<file path="src/rtl/stt_pkg.sv">
// Package for the software timer table: command and result structs,
// opcode and status codes, and the link types shared by the cells.
// Depends on nothing.
`timescale 1ns / 1ps

package stt_pkg;

  localparam int TIMER_SLOTS_DEF = 16;
  localparam int RES_MAX         = 16;
  localparam int CNT_W           = $clog2(RES_MAX + 1);

  typedef enum logic [1:0] {
    OP_SET    = 2'd0,
    OP_UNSET  = 2'd1,
    OP_TICK   = 2'd2,
    OP_CANCEL = 2'd3
  } opcode_t;

  typedef enum logic [1:0] {
    ST_DONE    = 2'd0,
    ST_FULL    = 2'd1,
    ST_FIRED   = 2'd2,
    ST_NO_FIRE = 2'd3
  } status_t;

  typedef struct packed {
    opcode_t     opcode;
    logic [15:0] event_id;
    logic [30:0] duration_ms;
    logic        periodic;
    logic [15:0] delta_ms;
  } in_item_t;

  typedef struct packed {
    status_t     status;
    logic [15:0] fired_event;
    logic        last;
  } out_item_t;

  // Token and search flag handed from one cell to the next.
  typedef struct packed {
    logic tok;
    logic srch;
  } stt_link_t;

  // Firing report of one cell, registered in the cycle after its visit.
  typedef struct packed {
    logic        fire;
    logic [15:0] ev;
  } stt_fire_t;

endpackage

</file>
<file path="src/rtl/stt_cell.sv">
// One timer slot of the software timer table chain.
// Depends on stt_pkg.
`timescale 1ns / 1ps

module stt_cell (
  input  logic              clk,
  input  logic              rst_n,
  input  stt_pkg::in_item_t cmd,
  input  stt_pkg::stt_link_t link_in,
  output stt_pkg::stt_link_t link_out,
  output stt_pkg::stt_fire_t fire_out
);
  import stt_pkg::*;

  logic        valid_r, valid_nxt;
  logic [15:0] event_r, event_nxt;
  logic [30:0] dur_r, dur_nxt;
  logic [31:0] elapsed_r, elapsed_nxt;
  logic        per_r, per_nxt;
  logic        tok_r;
  logic        srch_r, srch_nxt;
  logic        fire_r, fire_nxt;
  logic [15:0] fev_r;

  logic [32:0] sum;
  logic [31:0] sat;
  logic [32:0] diff;
  logic        reached;

  always_comb begin
    sum     = {1'b0, elapsed_r} + {17'b0, cmd.delta_ms};
    sat     = sum[32] ? 32'hFFFF_FFFF : sum[31:0];
    diff    = {1'b0, sat} - {2'b0, dur_r};
    reached = !diff[32];
  end

  always_comb begin
    valid_nxt   = valid_r;
    event_nxt   = event_r;
    dur_nxt     = dur_r;
    elapsed_nxt = elapsed_r;
    per_nxt     = per_r;
    srch_nxt    = link_in.srch;
    fire_nxt    = 1'b0;
    if (link_in.tok) begin
      unique case (cmd.opcode)
        OP_SET: begin
          if (link_in.srch && !valid_r) begin
            valid_nxt   = 1'b1;
            event_nxt   = cmd.event_id;
            dur_nxt     = cmd.duration_ms;
            elapsed_nxt = 32'd0;
            per_nxt     = cmd.periodic;
            srch_nxt    = 1'b0;
          end
        end
        OP_UNSET: begin
          if (link_in.srch && valid_r && event_r == cmd.event_id) begin
            valid_nxt = 1'b0;
            srch_nxt  = 1'b0;
          end
        end
        OP_TICK: begin
          if (valid_r) begin
            fire_nxt    = reached;
            elapsed_nxt = (reached && per_r) ? diff[31:0] : sat;
          end
        end
        OP_CANCEL: begin
          valid_nxt = 1'b0;
        end
        default: ;
      endcase
    end
  end

  always_ff @(posedge clk) begin
    if (!rst_n) begin
      valid_r <= 1'b0;
      tok_r   <= 1'b0;
      fire_r  <= 1'b0;
    end else begin
      valid_r <= valid_nxt;
      tok_r   <= link_in.tok;
      fire_r  <= fire_nxt;
    end
  end

  always_ff @(posedge clk) begin
    event_r   <= event_nxt;
    dur_r     <= dur_nxt;
    elapsed_r <= elapsed_nxt;
    per_r     <= per_nxt;
    srch_r    <= srch_nxt;
    fev_r     <= event_r;
  end

  assign link_out = '{tok: tok_r, srch: srch_r};
  assign fire_out = '{fire: fire_r, ev: fev_r};

endmodule

</file>
<file path="src/rtl/stt_ctrl.sv">
// Controller of the software timer table: takes commands, launches the
// token down the cell chain and orders the results. Depends on stt_pkg.
`timescale 1ns / 1ps

module stt_ctrl (
  input  logic               clk,
  input  logic               rst_n,
  input  logic               start,
  input  stt_pkg::in_item_t  in_item,
  output logic               busy,
  output stt_pkg::in_item_t  cmd,
  output stt_pkg::stt_link_t chain_head,
  input  stt_pkg::stt_link_t chain_end,
  input  stt_pkg::stt_fire_t fire,
  output logic               out_strobe,
  output stt_pkg::out_item_t out_result
);
  import stt_pkg::*;

  logic             busy_r, busy_nxt;
  logic             go_r;
  in_item_t         cmd_r;
  logic             end_r, srch_end_r;
  logic             held_v_r, held_v_nxt;
  logic [15:0]      held_ev_r, held_ev_nxt;
  logic [CNT_W-1:0] cnt_r, cnt_nxt;
  logic             strobe_r, strobe_nxt;
  out_item_t        res_r, res_nxt;
  logic             accept;

  assign accept = start && !busy_r;

  always_comb begin
    busy_nxt    = busy_r;
    held_v_nxt  = held_v_r;
    held_ev_nxt = held_ev_r;
    cnt_nxt     = cnt_r;
    strobe_nxt  = 1'b0;
    res_nxt     = res_r;
    if (accept) begin
      busy_nxt   = 1'b1;
      held_v_nxt = 1'b0;
      cnt_nxt    = '0;
    end else if (end_r) begin
      busy_nxt   = 1'b0;
      strobe_nxt = 1'b1;
      if (cmd_r.opcode == OP_TICK) begin
        if (held_v_r) begin
          res_nxt = '{status: ST_FIRED, fired_event: held_ev_r, last: 1'b1};
        end else begin
          res_nxt = '{status: ST_NO_FIRE, fired_event: 16'd0, last: 1'b1};
        end
      end else if (cmd_r.opcode == OP_SET && srch_end_r) begin
        res_nxt = '{status: ST_FULL, fired_event: 16'd0, last: 1'b1};
      end else begin
        res_nxt = '{status: ST_DONE, fired_event: 16'd0, last: 1'b1};
      end
    end else if (fire.fire && cnt_r < CNT_W'(RES_MAX)) begin
      // The held firing is known not to be the final one once another arrives.
      if (held_v_r) begin
        strobe_nxt = 1'b1;
        res_nxt    = '{status: ST_FIRED, fired_event: held_ev_r, last: 1'b0};
      end
      held_v_nxt  = 1'b1;
      held_ev_nxt = fire.ev;
      cnt_nxt     = cnt_r + CNT_W'(1);
    end
  end

  always_ff @(posedge clk) begin
    if (!rst_n) begin
      busy_r   <= 1'b0;
      go_r     <= 1'b0;
      end_r    <= 1'b0;
      held_v_r <= 1'b0;
      cnt_r    <= '0;
      strobe_r <= 1'b0;
    end else begin
      busy_r   <= busy_nxt;
      go_r     <= accept;
      end_r    <= chain_end.tok;
      held_v_r <= held_v_nxt;
      cnt_r    <= cnt_nxt;
      strobe_r <= strobe_nxt;
    end
  end

  always_ff @(posedge clk) begin
    if (accept) begin
      cmd_r <= in_item;
    end
    srch_end_r <= chain_end.srch;
    held_ev_r  <= held_ev_nxt;
    res_r      <= res_nxt;
  end

  assign busy       = busy_r;
  assign cmd        = cmd_r;
  assign chain_head = '{tok: go_r, srch: 1'b1};
  assign out_strobe = strobe_r;
  assign out_result = res_r;

endmodule

</file>
<file path="src/rtl/software_timer_table.sv">
// Top level of the software timer table: controller and a chain of slot cells.
// Depends on stt_pkg, stt_cell and stt_ctrl.
//
//   Channel  Ports                     Transfer
//   input    start, busy, in_item      rising edge with start high and busy low
//   result   out_strobe, out_result    every cycle in which out_strobe is high
//
// A token walks the chain one slot a cycle, from the controller's go_r
// through each slot's tok_r to end_r, after which the final result is
// registered; busy falls in the cycle that carries that result, and a new
// command may start then. Tick firings, at most RES_MAX of them, appear in
// slot order while the token walks, the last one marked. Reset is
// synchronous and empties every slot. The receiver cannot stall, so results never wait.
`timescale 1ns / 1ps

module software_timer_table #(
  parameter int TIMER_SLOTS = stt_pkg::TIMER_SLOTS_DEF
) (
  input  logic               clk,
  input  logic               rst_n,
  input  logic               start,
  input  stt_pkg::in_item_t  in_item,
  output logic               busy,
  output logic               out_strobe,
  output stt_pkg::out_item_t out_result
);
  import stt_pkg::*;

  in_item_t  cmd;
  stt_link_t links [TIMER_SLOTS+1];
  stt_fire_t fires [TIMER_SLOTS];
  stt_fire_t fire_any;

  stt_ctrl u_ctrl (
    .clk        (clk),
    .rst_n      (rst_n),
    .start      (start),
    .in_item    (in_item),
    .busy       (busy),
    .cmd        (cmd),
    .chain_head (links[0]),
    .chain_end  (links[TIMER_SLOTS]),
    .fire       (fire_any),
    .out_strobe (out_strobe),
    .out_result (out_result)
  );

  for (genvar i = 0; i < TIMER_SLOTS; i++) begin : g_cell
    stt_cell u_cell (
      .clk      (clk),
      .rst_n    (rst_n),
      .cmd      (cmd),
      .link_in  (links[i]),
      .link_out (links[i+1]),
      .fire_out (fires[i])
    );
  end

  // Only the cell visited in the previous cycle can report a firing.
  always_comb begin
    fire_any = '0;
    for (int i = 0; i < TIMER_SLOTS; i++) begin
      if (fires[i].fire) begin
        fire_any.fire = 1'b1;
        fire_any.ev   = fire_any.ev | fires[i].ev;
      end
    end
  end

endmodule
</file>
<file path="config.mk">
export PLATFORM = sky130hd
export DESIGN_NAME = software_timer_table
export DESIGN_NICKNAME = d
export VERILOG_FILES = /design/src/rtl/stt_pkg.sv /design/src/rtl/stt_cell.sv /design/src/rtl/stt_ctrl.sv /design/src/rtl/software_timer_table.sv
export SDC_FILE = /design/constraint.sdc
export NUM_CORES = 2
export LEC_CHECK = 0
export BUFFER_PORTS_ARGS = -buffer_cell sky130_fd_sc_hd__buf_4
export CAP_MARGIN = 10
export CORE_MARGIN = 5
export CORE_UTILIZATION = 35
export DETAILED_ROUTE_END_ITERATION = 10
export GPL_ROUTABILITY_DRIVEN = 0
export GPL_TIMING_DRIVEN = 0
export PLACE_DENSITY = 0.57
export SLEW_MARGIN = 40
export SYNTH_ARGS = -nofsm -noshare
export SYNTH_HDL_FRONTEND = slang
export SYNTH_SLANG_ARGS = --single-unit
</file>
<file path="constraint.sdc">
create_clock -name clk -period 8 [get_ports clk]
set_input_delay 0.4 -clock clk [delete_from_list [all_inputs] [get_ports clk]]
set_output_delay 0.4 -clock clk [all_outputs]
set_load 0.01 [all_outputs]
</file>
==> Word-level counts from Yosys, hierarchy flattened <==
Index checks and enable logic that the tools add are counted.
{ "word_totals": {"ff_bits": 1712, "in_bits": 69, "output_inout_bits": 21, "romBits": 0, "mem_count": 0, "word_cells": 668, "ramBits": 0, "latch_bits": 0} }
{ "classes": {"multipliers": 0, "shift": 0, "eq_ne": 67, "magnitude_cmp": 1, "n_reduce_logical": 171, "div": 0, "addsub": 33, "mux": 217, "bitwise_logic": 19} }
{ "op_table": {"columns": ["op", "count"], "rows": [
  ["$mux W32", 64],
  ["$pmux W32 S2", 16],
  ["$add A32 B16 Y33", 16],
  ["$sub A32 B31 Y33", 16],
  ["$mux W17", 16],
  ["$eq A16 B16 Y1", 16],
  ["$or A16 B16 Y16", 15],
  ["$reduce_and A4 Y1", 47],
  ["$ne A2 B1 Y1 const B", 47],
  ["$mux W1", 83],
  ["$mux W19", 4],
  ["$logic_and A1 B1 Y1", 65],
  ["$reduce_and A3 Y1", 19],
  ["$pmux W1 S3", 16],
  ["$mux W18", 2],
  ["$logic_not A1 Y1", 32],
  ["$pmux W1 S2", 16],
  ["$reduce_bool A2 Y1", 4],
  ["$add A5 B1 Y5 const B", 1],
  ["$lt A5 B5 Y1 const B", 1],
  ["$eq A2 B2 Y1 const B", 2],
  ["$not A1 Y1", 4],
  ["$reduce_bool A3 Y1", 1],
  ["$eq A2 B1 Y1 const B", 1],
  ["4 further kinds", 4]
]} }

==> Depth between registers and ports, before layout <==
{ "depth": {"ltp_word": 34, "depth_mapped": 27, "depth_no_buf": 24} }

==> Modules after synthesis <==
A second synthesis with hierarchy kept.
{ "hier_totals": {"hier_cells": 10734, "hier_area_um2": 109912.9} }
{ "modules_own_cells": {"columns": ["mod", "area_each_um2", "cells_per_inst", "instances"], "rows": [
  ["stt_cell (g_cell[2].u_cell ...)", 6590.1, 649, 7],
  ["stt_cell (g_cell[11].u_cell ...)", 6473.7, 641, 5],
  ["stt_cell (g_cell[1].u_cell)", 6715.2, 688, 1],
  ["stt_cell (g_cell[9].u_cell)", 6576.3, 647, 1],
  ["stt_cell (g_cell[0].u_cell)", 6568.8, 655, 1],
  ["stt_cell (g_cell[10].u_cell)", 6418.7, 647, 1],
  ["stt_ctrl", 3608.5, 168, 1],
  ["software_timer_table", 1526.5, 181, 1]
]} }

==> Least setup slack after synthesis <==
No wires, ideal clock.
{ "synth_path": {"kind": "reg2reg", "start": "reg u_ctrl.cmd_r (netlist bit u_ctrl.cmd[1])", "end": "reg g_cell[3].u_cell.elapsed_r[13] (data pin)", "arrival_ns": 6.121, "path_slack_ns": 1.614, "path_stages_with_launch": 26, "cell_sequence": "edfxtp_1 inv_1 fa_1 nor2b_1 o31a_1 o311ai_1 nand4b_1 o211a_1 nand2b_1 buf_2 clkbuf_1 buf_1 nand2_1 ha_1 a2111oi_2 o21ai_1 a31oi_2 nor4_1 o21a_1 o211ai_1 a31oi_1 o31ai_2 buf_4 buf_4 mux2i_1 nor2_1"} }
{ "synth_via": {"elab_chain_cells": 8} }
{ "synth_lines": {"columns": ["element", "line", "source"], "rows": [
  ["start, declared", "stt_ctrl.sv:22", "in_item_t cmd_r;"],
  ["start signal, assigned", "stt_ctrl.sv:90", "cmd_r <= in_item;"],
  ["$add A32 B16 Y33 (*)", "stt_cell.sv:31", "sum = {1'b0, elapsed_r} + {17'b0, cmd.delta_ms};"],
  ["$mux W32 (*)", "stt_cell.sv:32", "sat = sum[32] ? 32'hFFFF_FFFF : sum[31:0];"],
  ["$sub A32 B31 Y33", "stt_cell.sv:33", "diff = {1'b0, sat} - {2'b0, dur_r};"],
  ["$logic_not A1 Y1", "stt_cell.sv:34", "reached = !diff[32];"],
  ["$logic_and A1 B1 Y1", "stt_cell.sv:66", "elapsed_nxt = (reached && per_r) ? diff[31:0] : sat;"],
  ["$mux W32 (*)", "stt_cell.sv:66", null],
  ["$mux W32 (*)", "stt_cell.sv:64", "if (valid_r) begin"],
  ["$pmux W32 S2 (*)", "stt_cell.sv:46", "unique case (cmd.opcode)"],
  ["end signal, assigned", "stt_cell.sv:92", "elapsed_r <= elapsed_nxt;"],
  ["end, declared", "stt_cell.sv:18", "logic [31:0] elapsed_r, elapsed_nxt;"]
]} }
Mark *: on every way between the ends. The rest lies on a longest branch, timed or not. The select of a mux whose other input is x is not followed.
A chain may end at the register's enable or synchronous reset.

==> Worst setup path in the final report <==
{ "layout_path": {"start": "reg u_ctrl.cmd_r (netlist bit u_ctrl.cmd[1])", "end": "reg g_cell[11].u_cell.elapsed_r[4] (data pin)"} }
{ "layout_via": {"elab_chain_cells": 8} }
{ "layout_lines": {"columns": ["element", "line"], "rows": [
  ["$add A32 B16 Y33 (*)", "stt_cell.sv:31"],
  ["$mux W32 (*)", "stt_cell.sv:32"],
  ["$sub A32 B31 Y33", "stt_cell.sv:33"],
  ["$logic_not A1 Y1", "stt_cell.sv:34"],
  ["$logic_and A1 B1 Y1", "stt_cell.sv:66"],
  ["$mux W32 (*)", "stt_cell.sv:66"],
  ["$mux W32 (*)", "stt_cell.sv:64"],
  ["$pmux W32 S2 (*)", "stt_cell.sv:46"],
  ["end signal, assigned", "stt_cell.sv:92"],
  ["end, declared", "stt_cell.sv:18"]
]} }
Marks and branches as above.

==> reports/qor.txt <==
outcome - finished clean
FF+latch count, synth - 1712
largest stage delay on the critical path - 0.50 ns
Global Route Usage Sum - 23.1%
DR pass1 iterations - 6
Post-synth EDFFs - 1381
TritonCTS clock tree - built
residual DRC count - 0
post-synthesis cell type count - 112
CP Launch Type - flip-flop
power density over the cells - 178 mW/mm^2
largest net degree at the start of global routing - 23
Tcrit/Tclk final - 96.3%
Placement Cell Area - 0.117 mm^2
total number of vias - 87760
area of the mapped netlist - 0.106 mm^2
warnings from Yosys - 0
ys async rst share - 0%
Final Instance Area - 0.124 mm^2
CP top delay family - compound AO/OA/AOI/OAI gates
most frequent cells in the layout - edfxtp_1, nand2_1, ha_1
buffers and inverters on the worst path - 7
maximum vdd ir drop - 0.000193 V
DR vias/cell - 5.68
input/output buffers - 89
Synth Instances - 10562
CTS root buf - clkbuf_16
# clock sinks - 1712
clock skew - 0.0702 ns
Setup Crit Path Kind - flip-flop to flip-flop
Hold Violations, Final - 0
dpl hpwl - 296 mm
synthesized net count - 11416
Slew HR - 36.1%
register area share after synthesis - 45.3%
post-route ant nets - 0
Max Freq - 130 MHz
post-synth top area share - 39.0%
Max H-tree Level - 4
critical path required time - 8.65 ns
initial drt markers - 8498
Hold WC Path Type - input port to flip-flop
die area - 0.315 mm^2
RSZ-0062 raised after global routing - false
leakage - 49.4 nW
most common cell after layout, fill and taps aside - edfxtp_1
most common cell type on the critical path - o21ai_0
Placeable Area - 0.303 mm^2
Mapped Avg Cell Area - 10.1 um^2
largest cells by area after synthesis - edfxtp_1, ha_1, dfxtp_1
first-pass GRT wire length - 548 mm
routed wire length - 380 mm
Crit Path Max Fanout - 11
top_reg_cell synth - edfxtp_1
Final setup viols - 0
vias in the first global route - 84178
Slew Limit Fails - 0
GR Overflow Total - 0
TritonCTS Buffers - 199
Arr. time, crit path - 8.36 ns
Final Util - 41.1%
Worst-Margin Slew - 0.958 ns
crit path max-delay cell type - nor2b_1
clock slew at reported path FFs - 0.06 ns
Skew-Pair Late Insertion Delay - 0.90 ns
Layout area overhead - 17.0%
die height - 561 um
crit end category - flip-flop
layout cell share with drive strength beyond 1 - 10.6%
DR WL/cell - 24.6 um
fin nets - 12148
Initial Utilization - 35.1%
I/O pins - 90
Rows - 202
area leader, netlist - edfxtp_1
CTS max path bufs - 4
Die Wd - 561 um
initial antenna violation count - 48
MaxCap Viol Count - 0
Min Clock Period, post-route - 7.70 ns
cells by family after synthesis:
family                     share of synthesized area, %
and+or+nand+nor                                    13.8
adders and majority gates                          9.47
AOI/OAI and AO/OA                                  18.6
DFF                                                45.3
muxes                                              1.32
xor gates and xnor gates                           7.65
buffers and inverters                              3.94
report_power, final:
| part | total (W) | switching, W | internal [W] |
|---|---|---|---|
| Sequential | 0.00975 | 0.0000856 | 0.00967 |
| Clock | 0.00918 | 0.00396 | 0.00522 |
| Combinational | 0.00319 | 0.00198 | 0.00122 |
final timing paths:
check | cells after the start | from | slack [ns] | to
setup / recovery | 26 | u_ctrl.cmd[1]$_DFFE_PP_ | 0.30 | g_cell[11].u_cell.elapsed_r[4]$_SDFFCE_PN0P_
hold / removal | 3 | rst_n | 0.18 | g_cell[11].u_cell.valid_r$_SDFFE_PN0P_
setup reg to reg | 26 | u_ctrl.cmd[1]$_DFFE_PP_ | 0.30 | g_cell[11].u_cell.elapsed_r[4]$_SDFFCE_PN0P_
hold reg to reg | 0 | g_cell[15].u_cell.srch_r$_DFF_P_ | 0.33 | u_ctrl.srch_end_r$_DFF_P_
metal layers:
layer	vias up	part of all wire, %	track usage [%]
met5	-	0.022	0
met4	10	6.5	13.1
met3	891	8.5	3.49
met2	3889	44	36.4
met1	42390	41	30.3
li1	40580	-	-
cell type report:
type                    count  area (um^2)
well taps                3978         4980
flip-flops and latches   1712        48100
fillers                 28556       178000
clock inverters            90          853
repair buffers            533         6050
inverters                 716         2690
plain buffers             332         1610
multi-input cells        7800        54300
diodes                     32         80.1
clock buffers             268         5590
tightest hold or removal path, stage by stage:
cell and delay, ns:
buf_4 0.16, clkbuf_1 0.26, a21boi_0 0.20
cell usage after synthesis, types with 38 or more instances:
| library cell | number |
|---|---|
| nor2b_1 | 106 |
| nor4_1 | 66 |
| a31oi_1 | 92 |
| nor2_1 | 720 |
| a221oi_1 | 72 |
| xnor2_1 | 539 |
| nor3_1 | 145 |
| o31ai_1 | 92 |
| o21a_1 | 174 |
| o211ai_1 | 62 |
| nand2_1 | 897 |
| o21ai_0 | 454 |
| edfxtp_1 | 1381 |
| dfxtp_1 | 331 |
| clkbuf_1 | 237 |
| a311oi_1 | 38 |
| inv_1 | 716 |
| mux2i_1 | 84 |
| buf_2 | 48 |
| and3_1 | 148 |
| a211oi_2 | 44 |
| a211oi_1 | 260 |
| mux2_2 | 47 |
| nand4_1 | 152 |
| xor2_1 | 389 |
| nand2b_1 | 135 |
| and2_1 | 92 |
| a21oi_1 | 746 |
| a21boi_0 | 44 |
| ha_1 | 753 |
| o21bai_1 | 81 |
| nand3_1 | 358 |
| a22o_1 | 69 |
| a21o_1 | 323 |
| or3_1 | 56 |
| nor3b_1 | 39 |
state kept, by name, indices dropped and copies added, names as in the netlist, 5 cells and up:
signal	cells
g_cell.u_cell.elapsed_r	512
g_cell.u_cell.dur_r	496
g_cell.u_cell.event_r	256
g_cell.u_cell.fev_r	256
u_ctrl.cmd	66
u_ctrl.out_result	19
g_cell.u_cell.fire_r	16
g_cell.u_cell.per_r	16
g_cell.u_cell.srch_r	16
g_cell.u_cell.tok_r	16
g_cell.u_cell.valid_r	16
u_ctrl.held_ev_r	16
u_ctrl.cnt_r	5
stage by stage:
| stage | power (W) | std cells | TNS, ns | worst slack [ns] | hold WS (ns) |
|---|---|---|---|---|---|
| 5_1_grt | 0.0229 | 15434 | 0 | 0.000871 | 0.143 |
| 4_1_cts | 0.0222 | 15425 | 0 | 0.0347 | 0.0993 |
| 3_5_place_dp | 0.0130 | 15000 | -0.885 | -0.0810 | 0.320 |
| 6_report | 0.0221 | 15461 | 0 | 0.296 | 0.180 |
| 2_1_floorplan | 0.0119 | 10562 | 0 | 1.61 | 0.310 |
| 3_3_place_gp | 0.0128 | 14629 | -2223.20 | -4.92 | 0.314 |
what timing repair did:
action	CTS	global route
setup endpoints to repair	42	383
resized for setup	7	30
hold buffers	67	0
pin swaps	1	2
buffers inserted	0	6
hold endpoints to repair	71	0
Note: power is estimated with default switching activity, not from simulation.
